`src/rtl/core/tspr_pkg.sv`:
```
// Shared types, codes and constants of the tile and sprite pixel renderer.
// No dependencies; every other file of the block refers to it by scoped names.
`default_nettype none

package tspr_pkg;

    // Input action codes, carried on s_tuser.
    localparam logic [1:0] ACT_TILE_WR   = 2'd0;
    localparam logic [1:0] ACT_MAP_WR    = 2'd1;
    localparam logic [1:0] ACT_SPRITE_WR = 2'd2;
    localparam logic [1:0] ACT_RENDER    = 2'd3;

    // Configuration register indexes.
    localparam logic [1:0] CFG_SCROLL_X   = 2'd0;
    localparam logic [1:0] CFG_SCROLL_Y   = 2'd1;
    localparam logic [1:0] CFG_MAP_SELECT = 2'd2;

    // Store geometry.
    localparam int TILE_ADDR_W = 14;
    localparam int MAP_ADDR_W  = 11;
    localparam int SPR_ENTRY_W = 27;

    // Queue between the front and the back.
    localparam int QUEUE_DEPTH = 2;
    localparam int QPTR_W      = $clog2(QUEUE_DEPTH);

    typedef enum logic [1:0] {
        Q_TILE_WR,
        Q_MAP_WR,
        Q_SPRITE_WR,
        Q_RENDER
    } q_kind_t;

    // One queued operation. For a render, map_address holds the map entry to
    // fetch and pix_col / pix_row hold the pixel position inside that tile.
    typedef struct packed {
        q_kind_t     kind;
        logic [7:0]  tile_index;
        logic [2:0]  pix_col;
        logic [2:0]  pix_row;
        logic [1:0]  shade;
        logic [10:0] map_address;
        logic [5:0]  sprite_slot;
        logic [7:0]  sprite_y;
        logic [7:0]  sprite_x;
        logic [2:0]  sprite_flags;
        logic [7:0]  line;
        logic [7:0]  col;
    } q_entry_t;

    typedef struct packed {
        logic full;
        logic not_empty;
    } q_status_t;

    typedef enum logic [2:0] {
        ST_IDLE,
        ST_MAP,
        ST_BG,
        ST_WALK,
        ST_DONE
    } back_state_t;

    function automatic logic [7:0] gray_of(input logic [1:0] shade);
        logic [7:0] g;
        begin
            case (shade)
                2'd0:    g = 8'd255;
                2'd1:    g = 8'd192;
                2'd2:    g = 8'd96;
                default: g = 8'd0;
            endcase
            return g;
        end
    endfunction

endpackage

`default_nettype wire

```
`src/rtl/core/tspr_queue.sv`:
```
// Short queue of decoded operations between the front and the back.
// Depends on tspr_pkg for the entry type and the depth.
`default_nettype none

module tspr_queue (
    input  wire logic                 aclk,
    input  wire logic                 aresetn,
    input  wire logic                 push,
    input  tspr_pkg::q_entry_t        push_entry,
    input  wire logic                 pop,
    output tspr_pkg::q_entry_t        head,
    output tspr_pkg::q_status_t       status
);

    localparam int QW = tspr_pkg::QPTR_W;

    tspr_pkg::q_entry_t q_mem [tspr_pkg::QUEUE_DEPTH];

    logic [QW-1:0] wr_ptr_reg, wr_ptr_next;
    logic [QW-1:0] rd_ptr_reg, rd_ptr_next;
    logic [QW:0]   count_reg, count_next;

    always_comb begin
        wr_ptr_next = wr_ptr_reg + QW'(push);
        rd_ptr_next = rd_ptr_reg + QW'(pop);
        count_next  = count_reg + (QW + 1)'(push) - (QW + 1)'(pop);
    end

    always_ff @(posedge aclk) begin
        if (!aresetn) begin
            wr_ptr_reg <= '0;
            rd_ptr_reg <= '0;
            count_reg  <= '0;
        end else begin
            wr_ptr_reg <= wr_ptr_next;
            rd_ptr_reg <= rd_ptr_next;
            count_reg  <= count_next;
        end
    end

    always_ff @(posedge aclk) begin
        if (push) begin
            q_mem[wr_ptr_reg] <= push_entry;
        end
    end

    assign head             = q_mem[rd_ptr_reg];
    assign status.full      = count_reg == (QW + 1)'(tspr_pkg::QUEUE_DEPTH);
    assign status.not_empty = count_reg != '0;

endmodule

`default_nettype wire

```
`config.mk`:
```
export PLATFORM = sky130hd
export DESIGN_NAME = tspr_queue
export DESIGN_NICKNAME = d
export VERILOG_FILES = /design/src/rtl/core/tspr_pkg.sv /design/src/rtl/core/tspr_queue.sv
export SDC_FILE = /design/constraint.sdc
export NUM_CORES = 1
export LEC_CHECK = 0
export BUFFER_PORTS_ARGS = -buffer_cell sky130_fd_sc_hd__buf_2
export CORE_ASPECT_RATIO = 1.5
export CORE_MARGIN = 2
export CORE_UTILIZATION = 49
export CTS_BUF_LIST = sky130_fd_sc_hd__clkbuf_4 sky130_fd_sc_hd__clkbuf_8
export DETAILED_ROUTE_END_ITERATION = 8
export MAX_ROUTING_LAYER = met4
export PLACE_DENSITY = 0.76
export SYNTH_ARGS = -nofsm -noshare
export SYNTH_HDL_FRONTEND = slang
export SYNTH_SLANG_ARGS = --single-unit
```
`constraint.sdc`:
```
create_clock -name aclk -period 2.4 [get_ports aclk]
set_input_delay 0.24 -clock aclk [delete_from_list [all_inputs] [get_ports aclk]]
set_output_delay 0.24 -clock aclk [all_outputs]
set_load 0.005 [all_outputs]
```
======== After elaboration in Yosys (flattened, before gate mapping) ========
Memories as Yosys holds them, arrays and structs flattened. A register that Yosys moved wholly into a read port is not among the register bits.
Cells that the tools add are included.
operators by class
  add/subtract/negate cells ............... 4
  equal/unequal tests ..................... 1
  mux-type cells .......................... 3
  reductions and logical operators ........ 1
operator list
  kind                                         count
  1-bit two-way mux                            3
  1-bit adder                                  2
  2-bit by 1-bit adder with 2-bit output       1
  2-bit equality test, second input constant   1
  2-bit nonzero test                           1
  2-bit by 1-bit subtractor with 2-bit output  1
storage, ports and cells
  register bits after elaboration ......... 4
  bits in writable memories ............... 140
  input port bits ......................... 74
  output and inout bits ................... 72
  logic and storage cells ................. 13
  memories ................................ 1
memories
  memory  words  bits a word  read ports  clocked after Yosys merged registers in  write ports  RTL line          RTL
  q_mem   2      70           1           1                                        1            tspr_queue.sv:17  tspr_pkg::q_entry_t q_mem [tspr_pkg::QUEUE_DEPTH];

======== Depth between registers and ports, before layout ========
  word-level depth ........................ 2
  depth in mapped cells ................... 6
  gate-level depth less buffers ........... 6

======== Worst setup path before layout ========
Ideal clock, no wire load.
  path type ............................... register to register
  from .................................... register wr_ptr_reg
  to ...................................... memory q_mem[0][0] (netlist name), enable pin
  library setup time ...................... 0.436 ns
  data arrival time ....................... 2.025 ns
  required time ........................... 1.964 ns
  slack ................................... -0.061 ns
  stages on the path, launching flop included .. 3
  buffers on the path ..................... 0
  clock period less this slack ............ 2.461 ns
  cell sequence ........................... dfxtp_1 -> inv_1 -> ha_1
RTL lines
  element                 RTL line          RTL
  from (decl)             tspr_queue.sv:19  logic [QW-1:0] wr_ptr_reg, wr_ptr_next;
  from (signal assigned)  tspr_queue.sv:35  wr_ptr_reg <= wr_ptr_next;
  to (decl)               tspr_queue.sv:17
No word-level cell before the write port.

==> results.toml <==
[run_status]
status = "finished clean"

[finish]
layout-drive-gt1-share_pct = 52.5
area_growth_pct = 35.9
layout.nets = 551
final_area_mm2 = 0.00767
n_antenna_cell = 0
finalNonFillerCells = 636
largest_reg_flops = 140

[min_path]
hold_class = "input pin to flip-flop"

[sta]
clock_skew_ns = 0.00955
setup_tns_ns = 0
maxSlewViolCount = 0
rsz0062_at_grt = "false"
worst_slew_pin_slew_ns = 0.491
fmax_ghz = 0.477
finalHoldViolations = 0
finalSetupViolations = 0
layout_min_cycle_time_ns = 2.10
worst_slack_ns = 0.303
period_share_pct = 87.4
relSlewSlack_pct = 67.3

[place]
place_area_mm2 = 0.00654
port_buffers = 145
gp_congestion = 0.701
placed_cells = 535
post-dp-hpwl_mm = 6.97
pre_cts_slack_ns = 0.723

[synth]
avgSynthCellArea_um2 = 23.6
netlist_area_mm2 = 0.00564
synth_area_leaders = "edfxtp_1 (75%), mux2_4 (19%), buf_12 (2.5%)"
synth_fp_nets = 317
yosys_warnings = 0
yosys.area.top_type = "edfxtp_1"
yosysTopAreaCellShare_pct = 74.5
ys_seq_elements = 145
ys_seq_area_share_pct = 76.3
postSynthCellCount = 239
ys_types = 12

[die]
die_w_um = 91.6
io_pins = 146
core-area_mm2 = 0.0114
die_area_mm2 = 0.0124
start_util_pct = 49.7
die_y_um = 135
num_rows = 48

[clock_network]
cts.sinks = 145
cts_buffers = 17
cts_resized = 0
cts_buffer_depth = 2
clkTransAtPathRegs_ns = 0.07
cts_tree = "done"
h-tree-depth = 4
clkLatencyLatePin_ns = 0.43
cts_hold_buf = 68
postCtsSetupBuffers = 0
cts_root_buffer = "clkbuf_8"

[setup_path]
cp-end-kind = "primary output"
cp_max_fo = 27
crit_arrival_ns = 1.86
startpoint_type = "flip-flop"
path_class = "flip-flop to primary output"
required_ns = 2.16

[route]
drt_iter0_markers = 115
met1_length_mm = 3.71
drtPass1Iterations = 4
top_layer_used = "met4"
wirelength_mm = 10.7
vias = 2965
wl_met3_um = 456
via_per_inst = 4.66
drc = 0
drtAntennaViolNets = 0
routed-wl-met2_mm = 6.29
wl_per_cell_um = 16.8

[global_route]
grt_max_degree = 32
antenna_found_initial = 0
grt_first_pass_wirelength_mm = 15.8
first_global_vias = 3244
globalRouteOverflowTotal = 0
grt_usage_pct = 17.9

[run]
cap_violations = 0

[pwr]
leakagePower_uw = 0.00309
vdd_drop_max_mv = 0.534
cellPowerDensity_mw_per_mm2 = 765
fin_total_pwr_uw = 5870
## final cells by class
cell class	instances	area (um2)
Clock buffer	19	249
Clock inverter	13	190
Fill cell	768	3680
Inverter	3	11.3
Multi-Input combinational cell	83	1200
Sequential cell	145	4310
Tap cell	150	188
Timing Repair Buffer	223	1520
## logic make-up (layout without fill, tap and decap cells)
group / after synthesis / count (layout) / share of synthesized area (%)
adders and majority gates: 4 / 4 / 0.887
DFF: 145 / 145 / 76.3
buffers and inverters: 11 / 258 / 2.88
xor gates and xnor gates: 2 / 2 / 0.554
muxes: 70 / 70 / 18.6
and+or+nand+nor: 7 / 7 / 0.776
## path summary, 6_finish.rpt
kind	to	cells after the start	slack [ns]	from
min reg2reg	flip-flop	2	0.58	rd_ptr_reg
max reg2reg	q_mem[0][23]	3	0.96	wr_ptr_reg
min	q_mem[0][59]	1	0.03	push_entry[59]
max	head[63]	3	0.30	flip-flop
## Yosys cell counts
master and count:
inv_1 3, buf_6 1, mux2_4 70, buf_12 7, edfxtp_1 140, ha_1 4, xnor3_1 1, xor2_1 1
and2_1 3, or2_2 1, nor2b_1 3, dfxtp_1 5
## through the flow
step / hold WS, ns / util [%]
floorplan: 0.339 / -
global placement: 0.427 / 57.6
detailed placement: 0.431 / 57.6
CTS: 0.00295 / 67.5
global route: 0.00207 / 67.6
finish: 0.0295 / 67.6
## report_power, final
group | total (uW) | switching [uW] | internal [uW]
Clock | 2080 | 837 | 1240
Combinational | 768 | 296 | 472
Sequential | 3020 | 68.3 | 2950
Total | 5870 | 1200 | 4670
## worst max-delay path, cell delays in order (launching register included)
cell	delay, ns
dfxtp_4	0.66
buf_4	0.31
mux2_4	0.32
buf_2	0.13
## routing by layer
layer / vias up / track usage [%]
li1: 1404 / -
met1: 1461 / 16.4
met2: 85 / 34.1
met3: 15 / 4.73
met4: 0 / 7.41
met5: - / -
## cells in the final DEF, fill, tap and decap left out, types with 2 or more instances in the layout
master	Yosys	layout
nor2b_1	3	3
and2_1	3	3
dfxtp_1	5	4
mux2_4	70	70
buf_4	0	6
buf_12	7	3
clkbuf_8	0	17
ha_4	0	2
ha_1	4	2
edfxtp_1	140	140
buf_2	0	145
dlygate4sd3_1	0	69
clkinv_1	0	5
inv_1	3	3
bufinv_16	0	5
clkbuf_4	0	2
Note: power is estimated with default switching activity, not from simulation.
