==> config.mk <==
export PLATFORM = sky130hd
export DESIGN_NAME = tspr_front
export DESIGN_NICKNAME = d
export VERILOG_FILES = /design/src/rtl/core/tspr_pkg.sv /design/src/rtl/core/tspr_front.sv
export SDC_FILE = /design/constraint.sdc
export NUM_CORES = 1
export LEC_CHECK = 0
export ABC_AREA = 1
export BUFFER_PORTS_ARGS = -buffer_cell sky130_fd_sc_hd__buf_2
export CAP_MARGIN = 15
export CORE_MARGIN = 3
export CORE_UTILIZATION = 31
export DETAILED_ROUTE_END_ITERATION = 16
export GPL_ROUTABILITY_DRIVEN = 0
export PLACE_DENSITY = 0.92
export SYNTH_ARGS = -nofsm -noshare
export SYNTH_HDL_FRONTEND = slang
export SYNTH_SLANG_ARGS = --single-unit
==> constraint.sdc <==
create_clock -name vclk -period 1.2
set_input_delay 0.12 -clock vclk [all_inputs]
set_output_delay 0.12 -clock vclk [all_outputs]
set_load 0.03 [all_outputs]
==> src/rtl/core/tspr_pkg.sv <==
// Shared types, codes and constants of the tile and sprite pixel renderer.
// No dependencies; every other file of the block refers to it by scoped names.
`default_nettype none

package tspr_pkg;

    // Input action codes, carried on s_tuser.
    localparam logic [1:0] ACT_TILE_WR   = 2'd0;
    localparam logic [1:0] ACT_MAP_WR    = 2'd1;
    localparam logic [1:0] ACT_SPRITE_WR = 2'd2;
    localparam logic [1:0] ACT_RENDER    = 2'd3;

    // Configuration register indexes.
    localparam logic [1:0] CFG_SCROLL_X   = 2'd0;
    localparam logic [1:0] CFG_SCROLL_Y   = 2'd1;
    localparam logic [1:0] CFG_MAP_SELECT = 2'd2;

    // Store geometry.
    localparam int TILE_ADDR_W = 14;
    localparam int MAP_ADDR_W  = 11;
    localparam int SPR_ENTRY_W = 27;

    // Queue between the front and the back.
    localparam int QUEUE_DEPTH = 2;
    localparam int QPTR_W      = $clog2(QUEUE_DEPTH);

    typedef enum logic [1:0] {
        Q_TILE_WR,
        Q_MAP_WR,
        Q_SPRITE_WR,
        Q_RENDER
    } q_kind_t;

    // One queued operation. For a render, map_address holds the map entry to
    // fetch and pix_col / pix_row hold the pixel position inside that tile.
    typedef struct packed {
        q_kind_t     kind;
        logic [7:0]  tile_index;
        logic [2:0]  pix_col;
        logic [2:0]  pix_row;
        logic [1:0]  shade;
        logic [10:0] map_address;
        logic [5:0]  sprite_slot;
        logic [7:0]  sprite_y;
        logic [7:0]  sprite_x;
        logic [2:0]  sprite_flags;
        logic [7:0]  line;
        logic [7:0]  col;
    } q_entry_t;

    typedef struct packed {
        logic full;
        logic not_empty;
    } q_status_t;

    typedef enum logic [2:0] {
        ST_IDLE,
        ST_MAP,
        ST_BG,
        ST_WALK,
        ST_DONE
    } back_state_t;

    function automatic logic [7:0] gray_of(input logic [1:0] shade);
        logic [7:0] g;
        begin
            case (shade)
                2'd0:    g = 8'd255;
                2'd1:    g = 8'd192;
                2'd2:    g = 8'd96;
                default: g = 8'd0;
            endcase
            return g;
        end
    endfunction

endpackage

`default_nettype wire

==> src/rtl/core/tspr_front.sv <==
// Front part: decodes incoming items, drops those that do nothing and
// computes the background map position of renders. Depends on tspr_pkg.
`default_nettype none

module tspr_front #(
    parameter int SPRITE_COUNT  = 40,
    parameter int SCREEN_WIDTH  = 160,
    parameter int SCREEN_HEIGHT = 144
) (
    input  wire logic [1:0]         action,
    input  wire logic [71:0]        payload,
    input  wire logic               accept,
    input  wire logic [7:0]         scroll_x,
    input  wire logic [7:0]         scroll_y,
    input  wire logic               map_select,
    output tspr_pkg::q_entry_t      entry,
    output logic                    push
);

    logic [7:0] line;
    logic [7:0] col;
    logic [7:0] yy;
    logic [7:0] xx;
    logic       on_screen;
    logic       slot_ok;
    logic       keep;

    assign line = payload[59:52];
    assign col  = payload[67:60];
    assign yy   = line + scroll_y;
    assign xx   = col + scroll_x;

    assign on_screen = ({1'b0, line} < 9'(SCREEN_HEIGHT)) && ({1'b0, col} < 9'(SCREEN_WIDTH));
    assign slot_ok   = {1'b0, payload[32:27]} < 7'(SPRITE_COUNT);

    always_comb begin
        entry              = '0;
        entry.tile_index   = payload[7:0];
        entry.pix_col      = payload[10:8];
        entry.pix_row      = payload[13:11];
        entry.shade        = payload[15:14];
        entry.map_address  = payload[26:16];
        entry.sprite_slot  = payload[32:27];
        entry.sprite_y     = payload[40:33];
        entry.sprite_x     = payload[48:41];
        entry.sprite_flags = payload[51:49];
        entry.line         = line;
        entry.col          = col;
        keep               = 1'b1;
        unique case (action)
            tspr_pkg::ACT_TILE_WR: begin
                entry.kind = tspr_pkg::Q_TILE_WR;
            end
            tspr_pkg::ACT_MAP_WR: begin
                entry.kind = tspr_pkg::Q_MAP_WR;
            end
            tspr_pkg::ACT_SPRITE_WR: begin
                entry.kind = tspr_pkg::Q_SPRITE_WR;
                keep       = slot_ok;
            end
            default: begin
                // Render: fetch position in the selected map, scroll wraps at 256.
                entry.kind        = tspr_pkg::Q_RENDER;
                entry.map_address = {map_select, yy[7:3], xx[7:3]};
                entry.pix_col     = xx[2:0];
                entry.pix_row     = yy[2:0];
                keep              = on_screen;
            end
        endcase
    end

    assign push = accept && keep;

endmodule

`default_nettype wire

# == Yosys cells after proc, flatten, opt, wreduce, memory -nomap -nowiden ==
# Cells that the tools add are included.
# totals
ff_bits,0
latch_bits,0
ram_bits,0
romBits,0
output_inout_bits,71
wordCells,16
n_memories,0
# classes
add_sub_neg,2
n_mul,0
div_mod_pow,0
n_lt_le_gt_ge,3
n_eq_ne,2
n_shift,0
muxes,4
n_bitwise,0
reduce_logical,5
# op_table
operator,count
$add 8x8->8,2
$lt 8x8->1 const B,2
$mux 11,1
$lt 6x6->1 const B,1
$mux 6,1
$pmux 2 s3,1
$reduce_or 3->1,1
$eq 2x1->1 const B,1
$eq 2x2->1 const B,1
$logic_and 1x1->1,2
$logic_not 2->1,1
$pmux 1 s2,1
$reduce_or 2->1,1

# == Longest topological paths before layout ==
# Gate-level depths: netlist of run 1.
# depth
word_depth,4
mapped_depth,11
mapped_depth_nobuf,11

# == Least setup slack after synthesis of run 1 ==
# Ideal clock, no wire load.
# synth_path
path_kind,input to output
from,in payload[60]
to,out entry[42] (netlist name)
arrival_ns,1.479
required_time_ns,1.080
slack_ns,-0.399
path_stages,9
path_buffers,0
path_cell_list,ha_1 inv_1 fa_1 inv_1 nand2_1 nand2_1 and2_4 nor2_1 o21ai_1
# synth_lines
element,line,source
from (decl),tspr_front.sv:11,"input wire logic [71:0] payload,"
to (decl),tspr_front.sv:16,"output tspr_pkg::q_entry_t entry,"

==> metrics.md, run 1 <==
| Metric | Value |
|---|---|
| Status | `finished, violations left` |
| Failing checks | `negative setup slack` |
| Min Hold Slack | `about 0.24 ns` |
| Syn_nets | `between 300 and 400` |
| Drt drc | `0` |
| Fin. max-slew vios | `0` |
| Post-DP HPWL | `3210 um` |
| # IOs | `roughly 160` |
| GRT overflow | `0` |
| Vias in the first global route | `between 1500 and 2000` |
| Initial drt markers | `27` |
| Number of sequential cells | `0` |
| Seq/Total Area, Yosys | `0` |
| HP Start | `payload[47]` |
| HP Class | `input pin to primary output` |
| Pwr Total | `between 0.001 and 0.0015 W` |
| Min-Delay Path Depth | `0` |
| Peak supply drop | `about 0.25 mV` |
| Hold Fails Final Rpt | `0` |
| MaxCap Viol Count | `0` |
| Crit path kind | `input pin to primary output` |
| Worst-margin pin slew | `~0.21 ns` |
| FP Rows | `22` |
| Iteration count of the initial detailed-routing pass | `4` |
| Synthesized instance count | `227` |
| WP data arrival | `roughly 1.4 ns` |
| Fill cells | `approximately 360` |
| Worst endpoint required time | `1.08 ns` |
| Post-Place Worst Slack | `-0.442 ns` |
| Pwr Density | `approximately 550 nW/um2` |
| Chip width | `between 70 and 80 um` |
| First-pass GRT wire length | `just under 7000 um` |
| N_diodes | `0` |
| Slew margin rel. | `0.859` |
| Core Footprint | `3850 um2` |
| Area delta synth->final | `64.8%` |
| Initial antenna violation count | `0` |
| Footprint of the multi-input gates | `around 1200 um2` |
| Vias | `~1600` |
| Post-route ant nets | `0` |
| Worst Path Max Fanout | `2` |
| RSZ-0062 raised after global routing | `true` |
| Seq. cell area | `0 um2` |
| Peak Freq | `0.662 GHz` |
| LEAKAGE | `~1.1 nW` |
| Post-synth cell types | `20` |
| Largest net degree at the start of global routing | `16` |
| Wire per inst | `approximately 12 um` |
| Period utilization | `1.26` |
| Routed vias/inst | `4.64` |
| Die height | `71.0 um` |
| Warnings, synthesis | `0` |
| Setup Viol. Count Final | `14` |
| Crit path capture type | `primary output` |
| Final WL | `around 4200 um` |
| Mapped Area | `around 1300 um2` |
| Fin crit period | `~1.5 ns` |
| Die area | `between 5000 and 6000 um2` |
| Final net count | `400` |
| Setup ws final | `-0.310 ns` |
| Buffers on Ports | `between 90 and 100` |
| Syn Area/Cell | `a little under 6 um2` |
| Crit. Startpoint | `scroll_x[0]` |
| Setup TNS | `-2.22 ns` |
| CP startpoint kind | `input pin` |
| Layout clock buffers | `0` |
| Initial Utilization | `0.340` |
| GRT Total Usage | `0.161` |
| Hold buffer count at CTS | `0` |
| Layout cell share with drive strength beyond 1 | `0.662` |
-- worst max-delay path, cell delays in order --
cell and delay (ns):
buf_6 0.08, ha_4 0.12, inv_2 0.03, fa_2 0.33
inv_2 0.07, nand2_2 0.05, nand2_2 0.06, nand3b_1 0.12
nand2_1 0.09, nand2_1 0.06, nand3_2 0.06, nand2_2 0.05
buf_6 0.13
-- routing by layer --
layer / vias up / GRT usage / routed length [um]
li1: 787 / - / -
met1: 703 / 0.189 / 1590
met2: 64 / 0.319 / 2280
met3: 14 / 0.00994 / 269
met4: 0 / 0.0271 / 70
met5: - / 0 / 0
-- where the power goes --
part           internal (W)  leakage [nW]  switching (W)
clock network             0             0              0
registers                 0             0              0
logic              0.000542          1.14       0.000645
total              0.000542          1.14       0.000645
-- final timing paths --
path	slack, ns	endpoint
worst max-delay path	-0.31	entry[44]
worst min-delay path	0.24	entry[25]
-- final cells by class --
class                      count  area share
tap                           48      0.0278
multi-input combinational    147       0.546
inverter                      24      0.0429
timing repair buffer         119       0.383
-- logic make-up after synthesis --
group           after synthesis  share of synthesized area
simple gates                111                      0.371
buf+inv                      80                      0.382
fa+ha+maj                    16                      0.164
xor+xnor                      2                     0.0134
compound gates               18                     0.0688
-- cells in the mapped netlist (all sizes together) --
master  number  area, um2
nand2       73        279
buf         54        400
inv         24       92.6
nand3       17       85.1
ha          14        175
nor2        10       37.5
o21ai       10       50.1
a21oi        8       40.0
nand3b       4       30.0
or2          4       30.0
clkbuf       2       7.51
fa           2       40.0
nor3b        2       15.0
xnor2        2       17.5
and2         1       8.76
-- repair_timing --
| item | CTS | global route |
|---|---|---|
| resized for setup | 72 | 20 |
| cloned | 0 | 0 |
| endpoints found under the hold margin | 0 | 0 |
| setup endpoints to repair | 14 | 15 |
| pin swaps | 30 | 16 |
| setup buffers | 4 | 3 |
-- through the flow --
step | std cells | utilization | cell area (um2)
2_1_floorplan | 227 | - | 1460
3_3_place_gp | 332 | 0.446 | 1720
3_5_place_dp | 332 | 0.446 | 1720
4_1_cts | 336 | 0.535 | 2060
5_1_grt | 338 | 0.560 | 2160
6_report | 338 | 0.560 | 2160
-- cells in the final DEF (no fill, tap or decap) --
| cell | netlist | final |
|---|---|---|
| nor3b_1 | 2 | 1 |
| buf_4 | 52 | 23 |
| a21oi_1 | 8 | 3 |
| nand2_1 | 71 | 50 |
| a21oi_2 | 0 | 4 |
| nor3b_2 | 0 | 1 |
| nand3_2 | 0 | 7 |
| nand3b_1 | 4 | 4 |
| ha_1 | 14 | 2 |
| xnor2_1 | 2 | 2 |
| nand2_4 | 0 | 3 |
| o21ai_1 | 8 | 1 |
| or2_4 | 2 | 2 |
| o21ai_4 | 0 | 4 |
| nor2_4 | 0 | 1 |
| inv_1 | 23 | 18 |
| nand3_1 | 17 | 10 |
| buf_6 | 0 | 23 |
| nand2_2 | 2 | 20 |
| nor2_1 | 10 | 4 |
| fa_2 | 0 | 2 |
| or2_1 | 2 | 2 |
| inv_2 | 0 | 5 |
| buf_8 | 0 | 3 |
| a21oi_4 | 0 | 1 |
| inv_4 | 1 | 1 |
| nor2_2 | 0 | 5 |
| ha_4 | 0 | 12 |
| o21ai_0 | 2 | 1 |
| o21ai_2 | 0 | 4 |
| and2_4 | 1 | 1 |
| buf_2 | 2 | 70 |
(Power assumes the default switching activity.)
==> run 2: changes to the inputs <==
--- a/config.mk
+++ b/config.mk
@@ -5,11 +5,9 @@
 export SDC_FILE = /design/constraint.sdc
 export NUM_CORES = 1
 export LEC_CHECK = 0
-export ABC_AREA = 1
 export BUFFER_PORTS_ARGS = -buffer_cell sky130_fd_sc_hd__buf_2
 export CAP_MARGIN = 15
-export CORE_MARGIN = 3
-export CORE_UTILIZATION = 31
+export CORE_UTILIZATION = 32
 export DETAILED_ROUTE_END_ITERATION = 16
 export GPL_ROUTABILITY_DRIVEN = 0
 export PLACE_DENSITY = 0.92
==> run 2 against run 1 <==
Compared with the run above: the run still ends with negative setup slack left; critical path type unchanged; highest routed layer unchanged; non-clock buffer count increased by 19; die area decreased by 8.0%; critical path depth decreased by 4; setup slack got worse by 0.24 ns.
==> metrics.md, run 2 <==
| Metric | Value |
|---|---|
| # IOs | `163` |
| Pint | `0.000661 W` |
| Die area | `between 4000 and 5000 um2` |
| Vias | `1595` |
| FP Rows | `23` |
| Initial antenna violation count | `0` |
| Wire per inst | `~14 um` |
| Warnings, synthesis | `0` |
| Final net count | `378` |
| Post-synth top cells | `buf_4 (51), nand2_1 (16), ha_1 (14), o21ai_0 (14), inv_1 (8)` |
| Largest net degree at the start of global routing | `14` |
| Post-DP HPWL | `between 3000 and 4000 um` |
| Post-route cell area | `between 2000 and 2500 um2` |
| Mapped Area | `about 1400 um2` |
| Sw frac | `0.496` |
| HP Class | `input pin to primary output` |
| Crit path kind | `input pin to primary output` |
| Most common cell after layout, fill and taps aside | `buf_2` |
| Footprint of the multi-input gates | `roughly 1300 um2` |
| Pwr Density | `538 nW/um2` |
| Period utilization | `1.46` |
| Iteration count of the initial detailed-routing pass | `4` |
| Seq. cell area | `0 um2` |
| Peak Freq | `between 0.5 and 0.6 GHz` |
| Synthesized instance count | `187` |
| Setup ws final | `-0.547 ns` |
| N_diodes | `0` |
| Fin crit period | `approximately 1.7 ns` |
| Fin. max-slew vios | `0` |
| Net Sw Power | `0.000651 W` |
| Vias in the first global route | `1584` |
| GRT overflow | `0` |
| Drt drc | `0` |
| Number of sequential cells | `0` |
| GRT Total Usage | `0.179` |
| Sequential power share | `0` |
| Seq/Total Area, Yosys | `0` |
| Final WL | `roughly 4400 um` |
| Synth top area share | `0.274` |
| Clock share of power | `0` |
| Die height | `68.1 um` |
| Leading area contributor after synthesis | `buf_4` |
| Failing checks | `negative setup slack` |
| Hold Fails Final Rpt | `0` |
| Count leader, synth | `buf_4` |
| Commonest cells after routing, fill and taps aside | `buf_2 (61), buf_4 (42), buf_6 (31)` |
| Post-route ant nets | `0` |
| Initial Utilization | `0.342` |
| Hold buffer count at CTS | `0` |
| Initial drt markers | `58` |
| Area delta synth->final | `74.6%` |
| Syn Area/Cell | `7.47 um2` |
| Post-synth cell types | `39` |
| MaxCap Viol Count | `0` |
| Syn_nets | `just under 300` |
| Peak supply drop | `between 0.2 and 0.3 mV` |
| RSZ-0062 raised after global routing | `true` |
| Fill cells | `371` |
| Layout cell share with drive strength beyond 1 | `0.724` |
| First-pass GRT wire length | `between 6000 and 7000 um` |
| Placed instance area | `approximately 1900 um2` |
| Worst-margin pin slew | `between 0.3 and 0.4 ns` |
| Chip width | `roughly 68 um` |
| Worst Path Max Fanout | `2` |
| CP startpoint kind | `input pin` |
| Status | `finished, violations left` |
| Core Footprint | `between 4000 and 5000 um2` |
| Layout clock buffers | `0` |
| DP Cell Count | `around 310` |
| Comb pwr share | `1.000` |
| Slew margin rel. | `0.773` |
| Routed vias/inst | `5.02` |
| Worst endpoint required time | `1.08 ns` |
| WP data arrival | `between 1.5 and 2 ns` |
| Buffers on Ports | `95` |
| Setup Viol. Count Final | `14` |
| Crit path capture type | `primary output` |
| Non-filler cells, final | `318` |
| Synth area leaders | `buf_4 (27%), ha_1 (13%), o21ai_0 (5.0%), nand2_1 (4.3%), a211oi_1 (3.2%)` |
| LEAKAGE | `1.11 nW` |
-- run 2: cell count changes after synthesis, moves of 6 or more --
cell	delta
a211oi_1	+6
inv_1	-15
nand2_1	-55
nand3_1	-15
o21ai_0	+12
o21ai_1	-8
-- run 2: power by group through the flow --
stage | Clock, W | Sequential, W | Combinational (W)
after floorplan | 0 | 0 | 0.000863
after global placement | 0 | 0 | 0.000997
after detailed placement | 0 | 0 | 0.00102
after CTS | 0 | 0 | 0.00127
after global routing | 0 | 0 | 0.00141
final | 0 | 0 | 0.00131
-- run 2: kinds of logic (layout without fill, tap and decap cells) --
family,count (synthesis),count (layout),synth area share
buffers and inverters,65,146,0.334
AOI/OAI and AO/OA,49,49,0.241
and+or+nand+nor,48,48,0.209
adders and majority gates,16,16,0.154
xor gates and xnor gates,6,6,0.0376
muxes,3,3,0.0242
-- run 2: worst max-delay path, stage by stage --
cell and delay [ns]:
buf_8 0.10, ha_4 0.15, inv_2 0.06, fa_2 0.23
nor2b_4 0.05, o31a_1 0.26, or4_4 0.43, nand3_4 0.10
buf_6 0.13
-- run 2: worst paths after layout --
path               startpoint         to  slack (ns)  cells after the start
setup / recovery  payload[52]  entry[49]       -0.55                      9
hold / removal    payload[43]  entry[21]        0.24                      0
-- run 2: layout make-up --
class,instances,share of cell area
inverters,8,0.0123
well taps,50,0.0256
repair buffers,138,0.424
multi-input cells,122,0.538
-- run 2: per-layer routing --
layer  vias to the layer above  share of wire  global-route usage
met2                        85           0.55               0.364
met5                         -              0                   0
li1                        784              -                   -
met3                         4          0.067              0.0133
met1                       722           0.38               0.204
met4                         0         0.0046              0.0182
-- run 2: stage by stage --
step	worst slack, ns	TNS, ns	power (W)	util	hold WS (ns)
floorplan	-0.358	-2.29	0.000863	-	0.372
global placement	-0.632	-5.96	0.000997	0.472	0.240
detailed placement	-0.678	-6.29	0.00102	0.472	0.240
CTS	-0.572	-4.40	0.00127	0.582	0.240
global route	-0.592	-4.98	0.00141	0.597	0.240
finish	-0.547	-4.09	0.00131	0.597	0.240
-- run 2: repair_timing --
item / 4_1_cts / 5_1_grt
hold endpoints to repair: 0 / 0
buffers inserted: 5 / 2
endpoints found under the setup margin: 17 / 18
resized for setup: 83 / 19
pin swaps: 34 / 23
==> run 3: changes to the inputs <==
==> config.mk (replaced) <==
export PLATFORM = sky130hd
export DESIGN_NAME = tspr_front
export DESIGN_NICKNAME = d
export VERILOG_FILES = /design/src/rtl/core/tspr_pkg.sv /design/src/rtl/core/tspr_front.sv
export SDC_FILE = /design/constraint.sdc
export NUM_CORES = 1
export LEC_CHECK = 0
export CAP_MARGIN = 15
export CORE_AREA = 2 2 63 65
export DETAILED_ROUTE_END_ITERATION = 16
export DIE_AREA = 0 0 65 67
export DONT_BUFFER_PORTS = 1
export GPL_ROUTABILITY_DRIVEN = 0
export PLACE_DENSITY = 0.65
export SYNTH_ARGS = -nofsm -noshare
export SYNTH_HDL_FRONTEND = slang
export SYNTH_SLANG_ARGS = --single-unit
==> run 3 against run 2 <==
Compared with the run above: flip-flop and latch count stayed put; clock-buffer cell count unchanged; sequential share of layout area unchanged; largest cell class unchanged; the run still ends with negative setup slack left.
==> metrics.md, run 3 (synthesis gave the netlist of run 2 again) <==
| Metric | Value |
|---|---|
| Net Sw Power | `about 0.00044 W` |
| Layout clock buffers | `0` |
| Max stage delay cell, worst path | `or4_4` |
| HP Class | `input pin to primary output` |
| Drt drc | `0` |
| Die height | `approximately 67 um` |
| Non-filler cells, final | `between 200 and 250` |
| Worst-margin pin slew | `~0.34 ns` |
| Core Footprint | `about 3600 um2` |
| WP data arrival | `~1.4 ns` |
| Top delay family on crit path | `simple AND/OR/NAND/NOR gates` |
| Iteration count of the initial detailed-routing pass | `4` |
| Chip width | `65 um` |
| Layout cell share with drive strength beyond 1 | `0.535` |
| Setup TNS | `-2.04 ns` |
| GRT Total Usage | `0.170` |
| Worst endpoint required time | `~1.1 ns` |
| FP Rows | `22` |
| Number of sequential cells | `0` |
| Initial drt markers | `35` |
| Largest net degree at the start of global routing | `16` |
| Footprint of the multi-input gates | `~1200 um2` |
| Peak supply drop | `0.269 mV` |
| Initial Utilization | `0.388` |
| Slew margin rel. | `0.773` |
| First-pass GRT wire length | `about 6000 um` |
| LEAKAGE | `~0.65 nW` |
| Fill cells | `362` |
| Commonest cells after routing, fill and taps aside | `buf_4 (36), nand2_1 (16), ha_4 (11)` |
| Area delta synth->final | `17.8%` |
| Most common cell after layout, fill and taps aside | `buf_4` |
| Crit path kind | `input pin to primary output` |
| Fin crit period | `around 1.5 ns` |
| Final WL | `roughly 3800 um` |
| Post-route ant nets | `0` |
| GRT overflow | `0` |
| RSZ-0062 raised after global routing | `true` |
| Crit path capture type | `primary output` |
| Fin. max-slew vios | `0` |
| Period utilization | `1.28` |
| # IOs | `approximately 160` |
| Seq. cell area | `0 um2` |
| Failing checks | `negative setup slack` |
| Sw frac | `0.514` |
| Buffers on Ports | `0` |
| Clock share of power | `0` |
| MaxCap Viol Count | `0` |
| Setup Viol. Count Final | `11` |
| Initial antenna violation count | `0` |
| CP startpoint kind | `input pin` |
| Vias in the first global route | `between 1000 and 1500` |
| DP Cell Count | `between 200 and 250` |
| Comb pwr share | `1.000` |
| Core Util, Final | `0.457` |
| Routed vias/inst | `between 5 and 6` |
| Worst Path Max Fanout | `3` |
| Vias | `between 1000 and 1500` |
| Pwr Density | `between 500 and 600 nW/um2` |
| Status | `finished, violations left` |
| Setup ws final | `-0.340 ns` |
| Hold Fails Final Rpt | `0` |
| Peak Freq | `around 0.65 GHz` |
| Final net count | `282` |
| Die area | `roughly 4400 um2` |
| CP bufs+invs | `1` |
| Crit-path cells | `ha_4 > inv_2 > fa_2 > nor2b_4 > o31a_1 > or4_4 > nand3_4` |
| Hold buffer count at CTS | `0` |
| Post-DP HPWL | `3110 um` |
| Sequential power share | `0` |
| Wire per inst | `between 15 and 20 um` |
| N_diodes | `0` |
| Pint | `between 0.0004 and 0.0005 W` |
| Max incr delay on CP | `between 0.4 and 0.5 ns` |
-- run 3: cell types whose count changed in the layout (fill, tap and decap cells not counted), moves of 2 or more --
cell	change
xor2_2	-2
ha_4	-3
buf_4	-6
o21ai_2	+2
buf_6	-25
buf_8	-3
o21ai_4	-2
ha_2	+2
xor2_1	+2
buf_2	-61
-- run 3: power groups by stage --
| stage | Sequential [W] | Combinational, W | Clock, W |
|---|---|---|---|
| after floorplan | 0 | 0.000863 | 0 |
| after global placement | 0 | 0.000732 | 0 |
| after detailed placement | 0 | 0.000759 | 0 |
| after CTS | 0 | 0.000833 | 0 |
| after global routing | 0 | 0.000937 | 0 |
| final | 0 | 0.000863 | 0 |
-- run 3: area by class of cell --
| class | instances | area share |
|---|---|---|
| inverter | 8 | 0.0182 |
| timing repair buffer | 42 | 0.205 |
| multi-input combinational | 122 | 0.740 |
| tap | 48 | 0.0365 |
-- run 3: through the flow --
stage	area, um2	setup WS [ns]	hold slack [ns]	total power (W)
floorplan	1540	-0.358	0.372	0.000863
global placement	1460	-0.408	0.240	0.000732
detailed placement	1460	-0.421	0.240	0.000759
CTS	1590	-0.329	0.240	0.000833
global route	1650	-0.372	0.240	0.000937
finish	1650	-0.340	0.240	0.000863
-- run 3: per-layer routing --
layer | wire [um] | GRT usage | part of all wire | vias up
met5 | 0 | 0 | 0 | -
met4 | 82 | 0.0293 | 0.022 | 0
met3 | 303 | 0.0287 | 0.080 | 12
met2 | 1930 | 0.338 | 0.51 | 79
met1 | 1460 | 0.188 | 0.39 | 612
li1 | - | - | - | 593
-- run 3: worst paths after layout --
path,from,endpoint,slack [ns],cells past startpoint
worst max-delay path,payload[60],entry[44],-0.34,7
worst min-delay path,payload[7],entry[67],0.24,0
-- run 3: what timing repair did --
item	4_1_cts	5_1_grt
pin swaps	26	8
endpoints found under the setup margin	13	13
setup buffers	2	1
resized for setup	23	11
